**src/cmts_pkg.sv**
```systemverilog
`timescale 1ns / 1ps
// ----------------------------------------------------------------------------
// cmts_pkg
// shared types and constants of the c-minus token scanner: token kinds,
// scanner states, reserved word table and the result item layout
// ----------------------------------------------------------------------------
package cmts_pkg;

    localparam int unsigned CMTS_MAX_TOKEN_LEN = 40;

    localparam int unsigned KIND_W = 5;
    localparam int unsigned LEN_W  = 6;
    localparam int unsigned LINE_W = 16;
    localparam int unsigned CHAR_W = 8;

    // token kinds
    localparam logic [KIND_W-1:0] K_ENDFILE = 5'd0;
    localparam logic [KIND_W-1:0] K_ERROR   = 5'd1;
    localparam logic [KIND_W-1:0] K_IF      = 5'd2;
    localparam logic [KIND_W-1:0] K_ID      = 5'd8;
    localparam logic [KIND_W-1:0] K_NUM     = 5'd9;
    localparam logic [KIND_W-1:0] K_ASSIGN  = 5'd10;
    localparam logic [KIND_W-1:0] K_EQ      = 5'd11;
    localparam logic [KIND_W-1:0] K_NE      = 5'd12;
    localparam logic [KIND_W-1:0] K_LT      = 5'd13;
    localparam logic [KIND_W-1:0] K_LE      = 5'd14;
    localparam logic [KIND_W-1:0] K_GT      = 5'd15;
    localparam logic [KIND_W-1:0] K_GE      = 5'd16;
    localparam logic [KIND_W-1:0] K_PLUS    = 5'd17;
    localparam logic [KIND_W-1:0] K_MINUS   = 5'd18;
    localparam logic [KIND_W-1:0] K_TIMES   = 5'd19;
    localparam logic [KIND_W-1:0] K_OVER    = 5'd20;
    localparam logic [KIND_W-1:0] K_LPAREN  = 5'd21;
    localparam logic [KIND_W-1:0] K_RPAREN  = 5'd22;
    localparam logic [KIND_W-1:0] K_LBRACK  = 5'd23;
    localparam logic [KIND_W-1:0] K_RBRACK  = 5'd24;
    localparam logic [KIND_W-1:0] K_LCURLY  = 5'd25;
    localparam logic [KIND_W-1:0] K_RCURLY  = 5'd26;
    localparam logic [KIND_W-1:0] K_SEMI    = 5'd27;
    localparam logic [KIND_W-1:0] K_COMMA   = 5'd28;

    localparam logic [LINE_W-1:0] LINE_MAX = 16'hFFFF;

    // characters with a role of their own
    localparam logic [CHAR_W-1:0] CH_TAB     = 8'h09;
    localparam logic [CHAR_W-1:0] CH_NEWLINE = 8'h0A;
    localparam logic [CHAR_W-1:0] CH_BLANK   = 8'h20;
    localparam logic [CHAR_W-1:0] CH_NUL     = 8'h00;

    typedef enum logic [3:0] {
        ST_START = 4'd0,
        ST_NUM   = 4'd1,
        ST_ID    = 4'd2,
        ST_EQ    = 4'd3,
        ST_LT    = 4'd4,
        ST_GT    = 4'd5,
        ST_NE    = 4'd6,
        ST_OVER  = 4'd7,
        ST_CMT   = 4'd8,
        ST_CSTAR = 4'd9
    } scan_state_t;

    // reserved words: if else while return int void
    localparam int unsigned RW_COUNT   = 6;
    localparam int unsigned RW_MAX_LEN = 6;

    localparam logic [CHAR_W-1:0] RW_CHAR [RW_COUNT][RW_MAX_LEN] = '{
        '{"i", "f", CH_NUL, CH_NUL, CH_NUL, CH_NUL},
        '{"e", "l", "s", "e", CH_NUL, CH_NUL},
        '{"w", "h", "i", "l", "e", CH_NUL},
        '{"r", "e", "t", "u", "r", "n"},
        '{"i", "n", "t", CH_NUL, CH_NUL, CH_NUL},
        '{"v", "o", "i", "d", CH_NUL, CH_NUL}
    };

    localparam logic [LEN_W-1:0] RW_LEN [RW_COUNT] = '{
        6'd2, 6'd4, 6'd5, 6'd6, 6'd3, 6'd4
    };

    typedef struct packed {
        logic [KIND_W-1:0] kind;
        logic [LEN_W-1:0]  len;
        logic [LINE_W-1:0] line;
        logic              last;
    } tok_t;

endpackage

```
**src/c_minus_token_scanner_core.sv**
```systemverilog
`timescale 1ns / 1ps
// ----------------------------------------------------------------------------
// c_minus_token_scanner_core
// dfa lexical scanner for c-minus: one source character per item in,
// tokens (kind, length, line, last-of-run) out
// ----------------------------------------------------------------------------
// The scanner takes one character item per cycle and updates its DFA in the
// same cycle; the tokens an item causes appear on the token port on the next
// cycle. An item causes zero, one or two tokens (two when a character ends a
// pending token and then starts or forms one itself, or when end of input
// closes a pending token before endfile). Tokens leave through a two-entry
// result queue, one per cycle while not stalled: a stream where each item
// causes at most one token runs at one item per cycle, and an item that
// causes two tokens holds off the next item until the single token port
// drains the queue. The character side is held off while the queue could
// not take two more tokens. token_length counts saved lexeme characters,
// capped at MAX_TOKEN_LEN; line_number saturates at 65535. After end of
// input every item yields one endfile token until reset.
// ----------------------------------------------------------------------------
module c_minus_token_scanner_core #(
    parameter int unsigned MAX_TOKEN_LEN = cmts_pkg::CMTS_MAX_TOKEN_LEN
) (
    input  logic                         clk,
    input  logic                         rst_n,
    // character item channel
    input  logic                         src_valid,
    output logic                         src_stall,
    input  logic [cmts_pkg::CHAR_W-1:0]  char_code,
    input  logic                         end_of_input,
    // token item channel
    output logic                         tok_valid,
    input  logic                         tok_stall,
    output logic [cmts_pkg::KIND_W-1:0]  token_kind,
    output logic [cmts_pkg::LEN_W-1:0]   token_length,
    output logic [cmts_pkg::LINE_W-1:0]  line_number,
    output logic                         last_of_run
);
    import cmts_pkg::*;

    localparam logic [LEN_W-1:0] MaxLen = LEN_W'(MAX_TOKEN_LEN);

    // scanner state
    scan_state_t          state_reg, state_next;
    logic [LEN_W-1:0]     cnt_reg, cnt_next;
    logic [RW_COUNT-1:0]  rmatch_reg, rmatch_next;
    logic [LINE_W-1:0]    line_reg, line_next;
    logic                 ended_reg, ended_next;

    // result queue: q0 is on the port, q1 waits behind it
    tok_t                 q0_reg, q0_next;
    tok_t                 q1_reg, q1_next;
    logic [1:0]           qcnt_reg, qcnt_next;

    logic src_accept;
    logic tok_pop;

    // character classes
    logic is_digit, is_alpha;

    // what a scan from the start state does with this item
    logic                 st_emit;
    logic [KIND_W-1:0]    st_kind;
    logic [LEN_W-1:0]     st_len;
    scan_state_t          st_state;
    logic [LEN_W-1:0]     st_cnt;
    logic [RW_COUNT-1:0]  st_rmatch;
    logic                 st_bump;
    logic                 st_end;

    // token closed by the current state, and whether the character is rescanned
    logic                 p_emit;
    logic [KIND_W-1:0]    p_kind;
    logic [LEN_W-1:0]     p_len;
    logic                 do_start;
    logic                 bump;

    logic [KIND_W-1:0]    id_kind;
    logic [LEN_W-1:0]     cnt_sat_inc;

    // results of this item
    tok_t                 res0, res1;
    logic [1:0]           nres;

    // reserved word bits still alive when character c sits at position pos
    function automatic logic [RW_COUNT-1:0] match_at(input logic [LEN_W-1:0] pos,
                                                     input logic [CHAR_W-1:0] c);
        logic [RW_COUNT-1:0] m;
        m = '0;
        if (pos < LEN_W'(RW_MAX_LEN)) begin
            for (int i = 0; i < RW_COUNT; i++) begin
                m[i] = (RW_CHAR[i][pos[2:0]] == c);
            end
        end
        return m;
    endfunction

    assign src_accept = src_valid && !src_stall;
    assign tok_pop    = tok_valid && !tok_stall;

    // room for two tokens once this cycle's pop is counted
    assign src_stall = !((qcnt_reg == 2'd0) || ((qcnt_reg == 2'd1) && !tok_stall));

    assign is_digit = (char_code >= "0") && (char_code <= "9");
    assign is_alpha = ((char_code >= "a") && (char_code <= "z")) ||
                      ((char_code >= "A") && (char_code <= "Z"));

    assign cnt_sat_inc = (cnt_reg < MaxLen) ? cnt_reg + LEN_W'(1) : cnt_reg;

    // lowest reserved word that is still a match at full length
    always_comb
    begin
        id_kind = K_ID;
        for (int i = RW_COUNT - 1; i >= 0; i--) begin
            if (rmatch_reg[i] && (cnt_reg == RW_LEN[i])) begin
                id_kind = K_IF + KIND_W'(i);
            end
        end
    end

    // scan from the start state
    always_comb
    begin
        st_emit   = 1'b0;
        st_kind   = K_ERROR;
        st_len    = LEN_W'(1);
        st_state  = ST_START;
        st_cnt    = '0;
        st_rmatch = '1;
        st_bump   = 1'b0;
        st_end    = 1'b0;
        if (end_of_input) begin
            st_emit = 1'b1;
            st_kind = K_ENDFILE;
            st_len  = '0;
            st_end  = 1'b1;
        end
        else if (is_digit) begin
            st_state = ST_NUM;
            st_cnt   = LEN_W'(1);
        end
        else if (is_alpha) begin
            st_state  = ST_ID;
            st_cnt    = LEN_W'(1);
            st_rmatch = match_at('0, char_code);
        end
        else begin
            case (char_code) inside
                CH_BLANK, CH_TAB: ;
                CH_NEWLINE: st_bump = 1'b1;
                "=": begin st_state = ST_EQ;   st_cnt = LEN_W'(1); end
                "<": begin st_state = ST_LT;   st_cnt = LEN_W'(1); end
                ">": begin st_state = ST_GT;   st_cnt = LEN_W'(1); end
                "!": begin st_state = ST_NE;   st_cnt = LEN_W'(1); end
                "/": begin st_state = ST_OVER; st_cnt = LEN_W'(1); end
                "+": begin st_emit = 1'b1; st_kind = K_PLUS;   end
                "-": begin st_emit = 1'b1; st_kind = K_MINUS;  end
                "*": begin st_emit = 1'b1; st_kind = K_TIMES;  end
                "(": begin st_emit = 1'b1; st_kind = K_LPAREN; end
                ")": begin st_emit = 1'b1; st_kind = K_RPAREN; end
                "[": begin st_emit = 1'b1; st_kind = K_LBRACK; end
                "]": begin st_emit = 1'b1; st_kind = K_RBRACK; end
                "{": begin st_emit = 1'b1; st_kind = K_LCURLY; end
                "}": begin st_emit = 1'b1; st_kind = K_RCURLY; end
                ";": begin st_emit = 1'b1; st_kind = K_SEMI;   end
                ",": begin st_emit = 1'b1; st_kind = K_COMMA;  end
                default: st_emit = 1'b1;  // anything that starts no token
            endcase
        end
    end

    // main dfa step
    always_comb
    begin
        p_emit      = 1'b0;
        p_kind      = K_ENDFILE;
        p_len       = '0;
        do_start    = 1'b0;
        bump        = 1'b0;
        state_next  = state_reg;
        cnt_next    = cnt_reg;
        rmatch_next = rmatch_reg;
        ended_next  = ended_reg;

        if (ended_reg) begin
            // sticky end: endfile for every item
            p_emit = 1'b1;
        end
        else begin
            unique case (state_reg) inside
                ST_NUM:
                begin
                    if (!end_of_input && is_digit) begin
                        cnt_next = cnt_sat_inc;
                    end
                    else begin
                        p_emit   = 1'b1;
                        p_kind   = K_NUM;
                        p_len    = cnt_reg;
                        do_start = 1'b1;
                    end
                end
                ST_ID:
                begin
                    if (!end_of_input && (is_alpha || is_digit)) begin
                        rmatch_next = rmatch_reg & match_at(cnt_reg, char_code);
                        cnt_next    = cnt_sat_inc;
                    end
                    else begin
                        p_emit   = 1'b1;
                        p_kind   = id_kind;
                        p_len    = cnt_reg;
                        do_start = 1'b1;
                    end
                end
                ST_EQ, ST_LT, ST_GT, ST_NE:
                begin
                    p_emit = 1'b1;
                    if (!end_of_input && (char_code == "=")) begin
                        case (state_reg)
                            ST_EQ:   p_kind = K_EQ;
                            ST_LT:   p_kind = K_LE;
                            ST_GT:   p_kind = K_GE;
                            default: p_kind = K_NE;
                        endcase
                        p_len       = LEN_W'(2);
                        state_next  = ST_START;
                        cnt_next    = '0;
                        rmatch_next = '1;
                    end
                    else begin
                        // lone bang falls out as an error
                        case (state_reg)
                            ST_EQ:   p_kind = K_ASSIGN;
                            ST_LT:   p_kind = K_LT;
                            ST_GT:   p_kind = K_GT;
                            default: p_kind = K_ERROR;
                        endcase
                        p_len    = LEN_W'(1);
                        do_start = 1'b1;
                    end
                end
                ST_OVER:
                begin
                    if (!end_of_input && (char_code == "*")) begin
                        state_next = ST_CMT;
                        cnt_next   = '0;
                    end
                    else begin
                        p_emit   = 1'b1;
                        p_kind   = K_OVER;
                        p_len    = LEN_W'(1);
                        do_start = 1'b1;
                    end
                end
                ST_CMT, ST_CSTAR:
                begin
                    if (end_of_input) begin
                        p_emit      = 1'b1;
                        ended_next  = 1'b1;
                        state_next  = ST_START;
                        cnt_next    = '0;
                        rmatch_next = '1;
                    end
                    else if (char_code == "*") begin
                        state_next = ST_CSTAR;
                    end
                    else if ((state_reg == ST_CSTAR) && (char_code == "/")) begin
                        state_next  = ST_START;
                        cnt_next    = '0;
                        rmatch_next = '1;
                    end
                    else begin
                        bump       = (char_code == CH_NEWLINE);
                        state_next = ST_CMT;
                    end
                end
                ST_START: do_start = 1'b1;
                default:  do_start = 1'b1;  // codes with no meaning act as start
            endcase
        end

        if (do_start) begin
            state_next  = st_state;
            cnt_next    = st_cnt;
            rmatch_next = st_rmatch;
            bump        = st_bump;
            ended_next  = st_end;
        end

        line_next = (bump && (line_reg != LINE_MAX)) ? line_reg + LINE_W'(1) : line_reg;
    end

    // pack the item's tokens in emission order
    always_comb
    begin
        res0 = '{kind: p_kind, len: p_len, line: line_reg, last: 1'b1};
        res1 = '{kind: st_kind, len: st_len, line: line_reg, last: 1'b1};
        nres = 2'd0;
        if (p_emit) begin
            if (do_start && st_emit) begin
                res0.last = 1'b0;
                nres      = 2'd2;
            end
            else begin
                nres = 2'd1;
            end
        end
        else if (do_start && st_emit) begin
            res0 = res1;
            nres = 2'd1;
        end
    end

    // result queue update; an accept only happens with the queue empty after pop
    always_comb
    begin
        q0_next   = q0_reg;
        q1_next   = q1_reg;
        qcnt_next = qcnt_reg;
        if (tok_pop) begin
            q0_next   = q1_reg;
            qcnt_next = qcnt_reg - 2'd1;
        end
        if (src_accept) begin
            q0_next   = res0;
            q1_next   = res1;
            qcnt_next = nres;
        end
    end

    always_ff @(posedge clk or negedge rst_n)
    begin
        if (!rst_n) begin
            state_reg  <= ST_START;
            cnt_reg    <= '0;
            rmatch_reg <= '1;
            line_reg   <= LINE_W'(1);
            ended_reg  <= 1'b0;
            qcnt_reg   <= 2'd0;
        end
        else begin
            if (src_accept) begin
                state_reg  <= state_next;
                cnt_reg    <= cnt_next;
                rmatch_reg <= rmatch_next;
                line_reg   <= line_next;
                ended_reg  <= ended_next;
            end
            qcnt_reg <= qcnt_next;
        end
    end

    // payload of the queue, no reset needed
    always_ff @(posedge clk)
    begin
        q0_reg <= q0_next;
        q1_reg <= q1_next;
    end

    assign tok_valid    = (qcnt_reg != 2'd0);
    assign token_kind   = q0_reg.kind;
    assign token_length = q0_reg.len;
    assign line_number  = q0_reg.line;
    assign last_of_run  = q0_reg.last;

endmodule

```
**config.mk**
```make
export PLATFORM = sky130hd
export DESIGN_NAME = c_minus_token_scanner_core
export DESIGN_NICKNAME = d
export VERILOG_FILES = /design/src/cmts_pkg.sv /design/src/c_minus_token_scanner_core.sv
export SDC_FILE = /design/constraint.sdc
export NUM_CORES = 1
export LEC_CHECK = 0
export BUFFER_PORTS_ARGS = -buffer_cell sky130_fd_sc_hd__buf_2
export CORE_MARGIN = 2
export CORE_UTILIZATION = 29
export CTS_BUF_LIST = sky130_fd_sc_hd__clkbuf_4 sky130_fd_sc_hd__clkbuf_8
export DETAILED_ROUTE_END_ITERATION = 12
export SLEW_MARGIN = 20
export SYNTH_ARGS = -nofsm -noshare
export SYNTH_HDL_FRONTEND = slang
export SYNTH_SLANG_ARGS = --single-unit
```
**constraint.sdc**
```tcl
create_clock -name clk -period 4.1 [get_ports clk]
set_clock_uncertainty 0.1 [all_clocks]
set_input_delay 0.82 -clock clk [delete_from_list [all_inputs] [get_ports clk]]
set_output_delay 0.82 -clock clk [all_outputs]
set_load 0.005 [all_outputs]
```
==> flow_metrics.env <==
export IMPL_outcome="finished, final reports clean"
export IMPL_postRouteAntennaNets=0
export IMPL_ys_types=81
export IMPL_worstSetupStartpointType="input pin"
export IMPL_cts_buffer_depth=2
export IMPL_cp_required_ns=4.24
export IMPL_cp_max_fo=14
export IMPL_io_buffers=42
export IMPL_slew_headroom=0.324
export IMPL_layout_setup_ws_ns=0.644
export IMPL_post_drt_wl_per_cell_um=16.9
export IMPL_rr_worst_depth=8
export IMPL_rsz0062_at_grt="no"
export IMPL_p_per_area_mw_per_mm2=366
export IMPL_arrival_ns=3.60
export IMPL_pre_cts_ws_ns=0.293
export IMPL_coreArea_mm2=0.0188
export IMPL_netlist_area_mm2=0.00555
export IMPL_vias_per_cell=5.57
export IMPL_setup_tns_ns=0
export IMPL_gp_congestion=0.944
export IMPL_grt_start_max_net_pins=36
export IMPL_reg2reg_from="cnt_reg[0]"
export IMPL_finalCritPeriodShare=0.843
export IMPL_antenna_found_initial=0
export IMPL_synth_area_per_cell_um2=9.08
export IMPL_ys_warnings_count=0
export IMPL_largest_reg_flops=22
export IMPL_layout_common_cells="nand2_1, edfxtp_1, nor2_1"
export IMPL_dr_pass1_iters=5
export IMPL_first_global_vias=4567
export IMPL_antennaDiodeCount=0
export IMPL_register_area_mm2=0.00239
export IMPL_leakage_nw=2.39
export IMPL_period_minus_slack_ns=3.46
export IMPL_worstReg2RegEnd="rmatch_reg[2]"
export IMPL_area_growth_pct=12.4
export IMPL_irDropWorstVdd_v=0.000144
export IMPL_post_cts_setup_buffer_count=0
export IMPL_reg2reg_slack_ns=0.98
export IMPL_fmax_mhz=289
export IMPL_dp_hpwl_um=10800
export IMPL_cts_buffers_inserted=9
export IMPL_clk_latency_ns=0.36
export IMPL_cp_startpoint="char_code[6]"
export IMPL_dieArea_mm2=0.0203
export IMPL_synth_seq_cells=85
export IMPL_vias=4901
export IMPL_fin_nets=667
export IMPL_setup_viol=0
export IMPL_clock_sinks=85
export IMPL_nFillCells=1923
export IMPL_cts_tree="built"
export IMPL_root_buffer="clkbuf_8"
export IMPL_tightest_slew_ns=1.01
export IMPL_crit_path_end_kind="register"
export IMPL_htreeDepth=3
export IMPL_drc_errors=0
export IMPL_grt_ovfl_total=0
export IMPL_synthArstFlopShare=0.412
export IMPL_dr_first_iter_drc_count=530
export IMPL_max_cap_violations=0
export IMPL_yosysSeqAreaShare=0.430
export IMPL_die_h_um=142
export IMPL_synth_edf_count=50
export IMPL_layout_commonest_cell="nand2_1"
export IMPL_drive_gt1_frac=0.156
export IMPL_timing_hold_ws_ns=0.358
export IMPL_holdBufCountCts=0
export IMPL_criticalPathCategory="in2reg"
export IMPL_syn_nets=637
export IMPL_drv_slew=0
export IMPL_grt_pass1_wl_um=24300
export IMPL_synthFlopType="edfxtp_1"
export IMPL_cts_resized=0
export IMPL_syn_inst=611
export IMPL_die_w_um=142
export IMPL_start_util=0.296
export IMPL_grt_usage=0.150
export IMPL_worstHoldPathType="reg2reg"
export IMPL_wl_um=14900
export IMPL_row_count=50
export IMPL_multi_input_area_mm2=0.00291
export IMPL_clk_pin_slew_ns=0.08
export IMPL_finalHoldViolations=0
export IMPL_ios=43
export IMPL_worstSetupEndpoint="qcnt_reg[0]"
synth_stat cells (all sizes together) (3+ instances only):
| cell | instances | area (µm²) |
|---|---|---|
| nand2 | 91 | 342 |
| edfxtp | 50 | 1500 |
| nor2 | 43 | 161 |
| clkbuf | 32 | 120 |
| a21oi | 30 | 150 |
| dfrtp | 28 | 701 |
| o21ai | 25 | 125 |
| inv | 22 | 82.6 |
| nand3 | 17 | 85.1 |
| o31ai | 17 | 133 |
| nor3 | 16 | 80.1 |
| a31oi | 15 | 93.8 |
| nor2b | 15 | 93.8 |
| xnor2 | 15 | 131 |
| ha | 13 | 163 |
| xor2 | 11 | 96.3 |
| buf | 10 | 57.6 |
| or3 | 9 | 56.3 |
| and3 | 8 | 50.1 |
| nor4 | 8 | 50.1 |
| dfstp | 7 | 184 |
| nand2b | 7 | 43.8 |
| o21a | 7 | 52.6 |
| mux2i | 6 | 60.1 |
| nand4 | 6 | 37.5 |
| nor4b | 6 | 52.6 |
| o41ai | 6 | 60.1 |
| o211ai | 5 | 37.5 |
| or4 | 5 | 37.5 |
| a2111oi | 4 | 35.0 |
| a32oi | 4 | 35.0 |
| and2 | 4 | 25.0 |
| a211oi | 3 | 27.5 |
| a22oi | 3 | 22.5 |
| and4 | 3 | 26.3 |
| clkinv | 3 | 11.3 |
| nor4bb | 3 | 30.0 |
| o2111ai | 3 | 26.3 |
| o311ai | 3 | 33.8 |
| or2 | 3 | 18.8 |
critical path, stage by stage:
cell and delay, ns:
buf_2 0.18, or4b_1 0.64, o311a_4 0.43, a21o_1 0.29, o31a_1 0.44, a21boi_0 0.20
ha_1 0.31, nor2_1 0.10, a31oi_1 0.05, o21a_1 0.14
worst min path at each step:
stage | from | endpoint | slack [ns] | depth (start not counted)
after detailed placement | line_reg[14] | q1_reg[15] | 0.33 | 0
after global routing | line_reg[14] | q1_reg[15] | 0.36 | 0
after CTS | line_reg[14] | q1_reg[15] | 0.35 | 0
final | line_reg[14] | q1_reg[15] | 0.36 | 0
after floorplan | line_reg[14] | q1_reg[15] | 0.32 | 0
after global placement | line_reg[14] | q1_reg[15] | 0.33 | 0
metal layers:
| layer | global-route usage | wire (µm) | vias up |
|---|---|---|---|
| li1 | - | - | 2326 |
| met1 | 0.211 | 6970 | 2394 |
| met2 | 0.234 | 6760 | 153 |
| met3 | 0.0168 | 678 | 28 |
| met4 | 0.0677 | 459 | 0 |
| met5 | 0 | 0 | - |
report_power, final:
group | total, mW | switching [mW] | leakage [nW] | internal (mW)
logic | 0.506 | 0.317 | 1.41 | 0.189
clock network | 0.611 | 0.320 | 0.106 | 0.291
registers | 1.17 | 0.0438 | 0.874 | 1.13
final cells by class:
cell class	count	area share
Clock buffer	9	0.0199
Clock inverter	7	0.0130
Inverter	25	0.0150
Multi-Input combinational cell	459	0.466
Sequential cell	85	0.382
Tap cell	234	0.0469
Timing Repair Buffer	61	0.0566
through the flow:
stage / utilization / total power [mW] / instances / instance area (µm²)
finish: 0.332 / 2.29 / 880 / 6240
global route: 0.332 / 2.42 / 880 / 6240
CTS: 0.332 / 2.31 / 880 / 6240
detailed placement: 0.321 / 1.70 / 864 / 6030
global placement: 0.321 / 1.70 / 864 / 6030
floorplan: - / 1.48 / 611 / 5550
logic make-up (layout without fill, tap and decap cells):
kind of cell,count (synthesis),after routing,share of synthesized area
AND/OR/NAND/NOR,256,256,0.234
flip-flops,85,85,0.430
XOR/XNOR,26,26,0.0410
buffers and inverters,67,102,0.0489
AO/OA/AOI/OAI,156,156,0.202
adder cells (fa/ha/maj),13,13,0.0293
multiplexers,8,8,0.0149
Note: power is estimated with default switching activity, not from simulation.
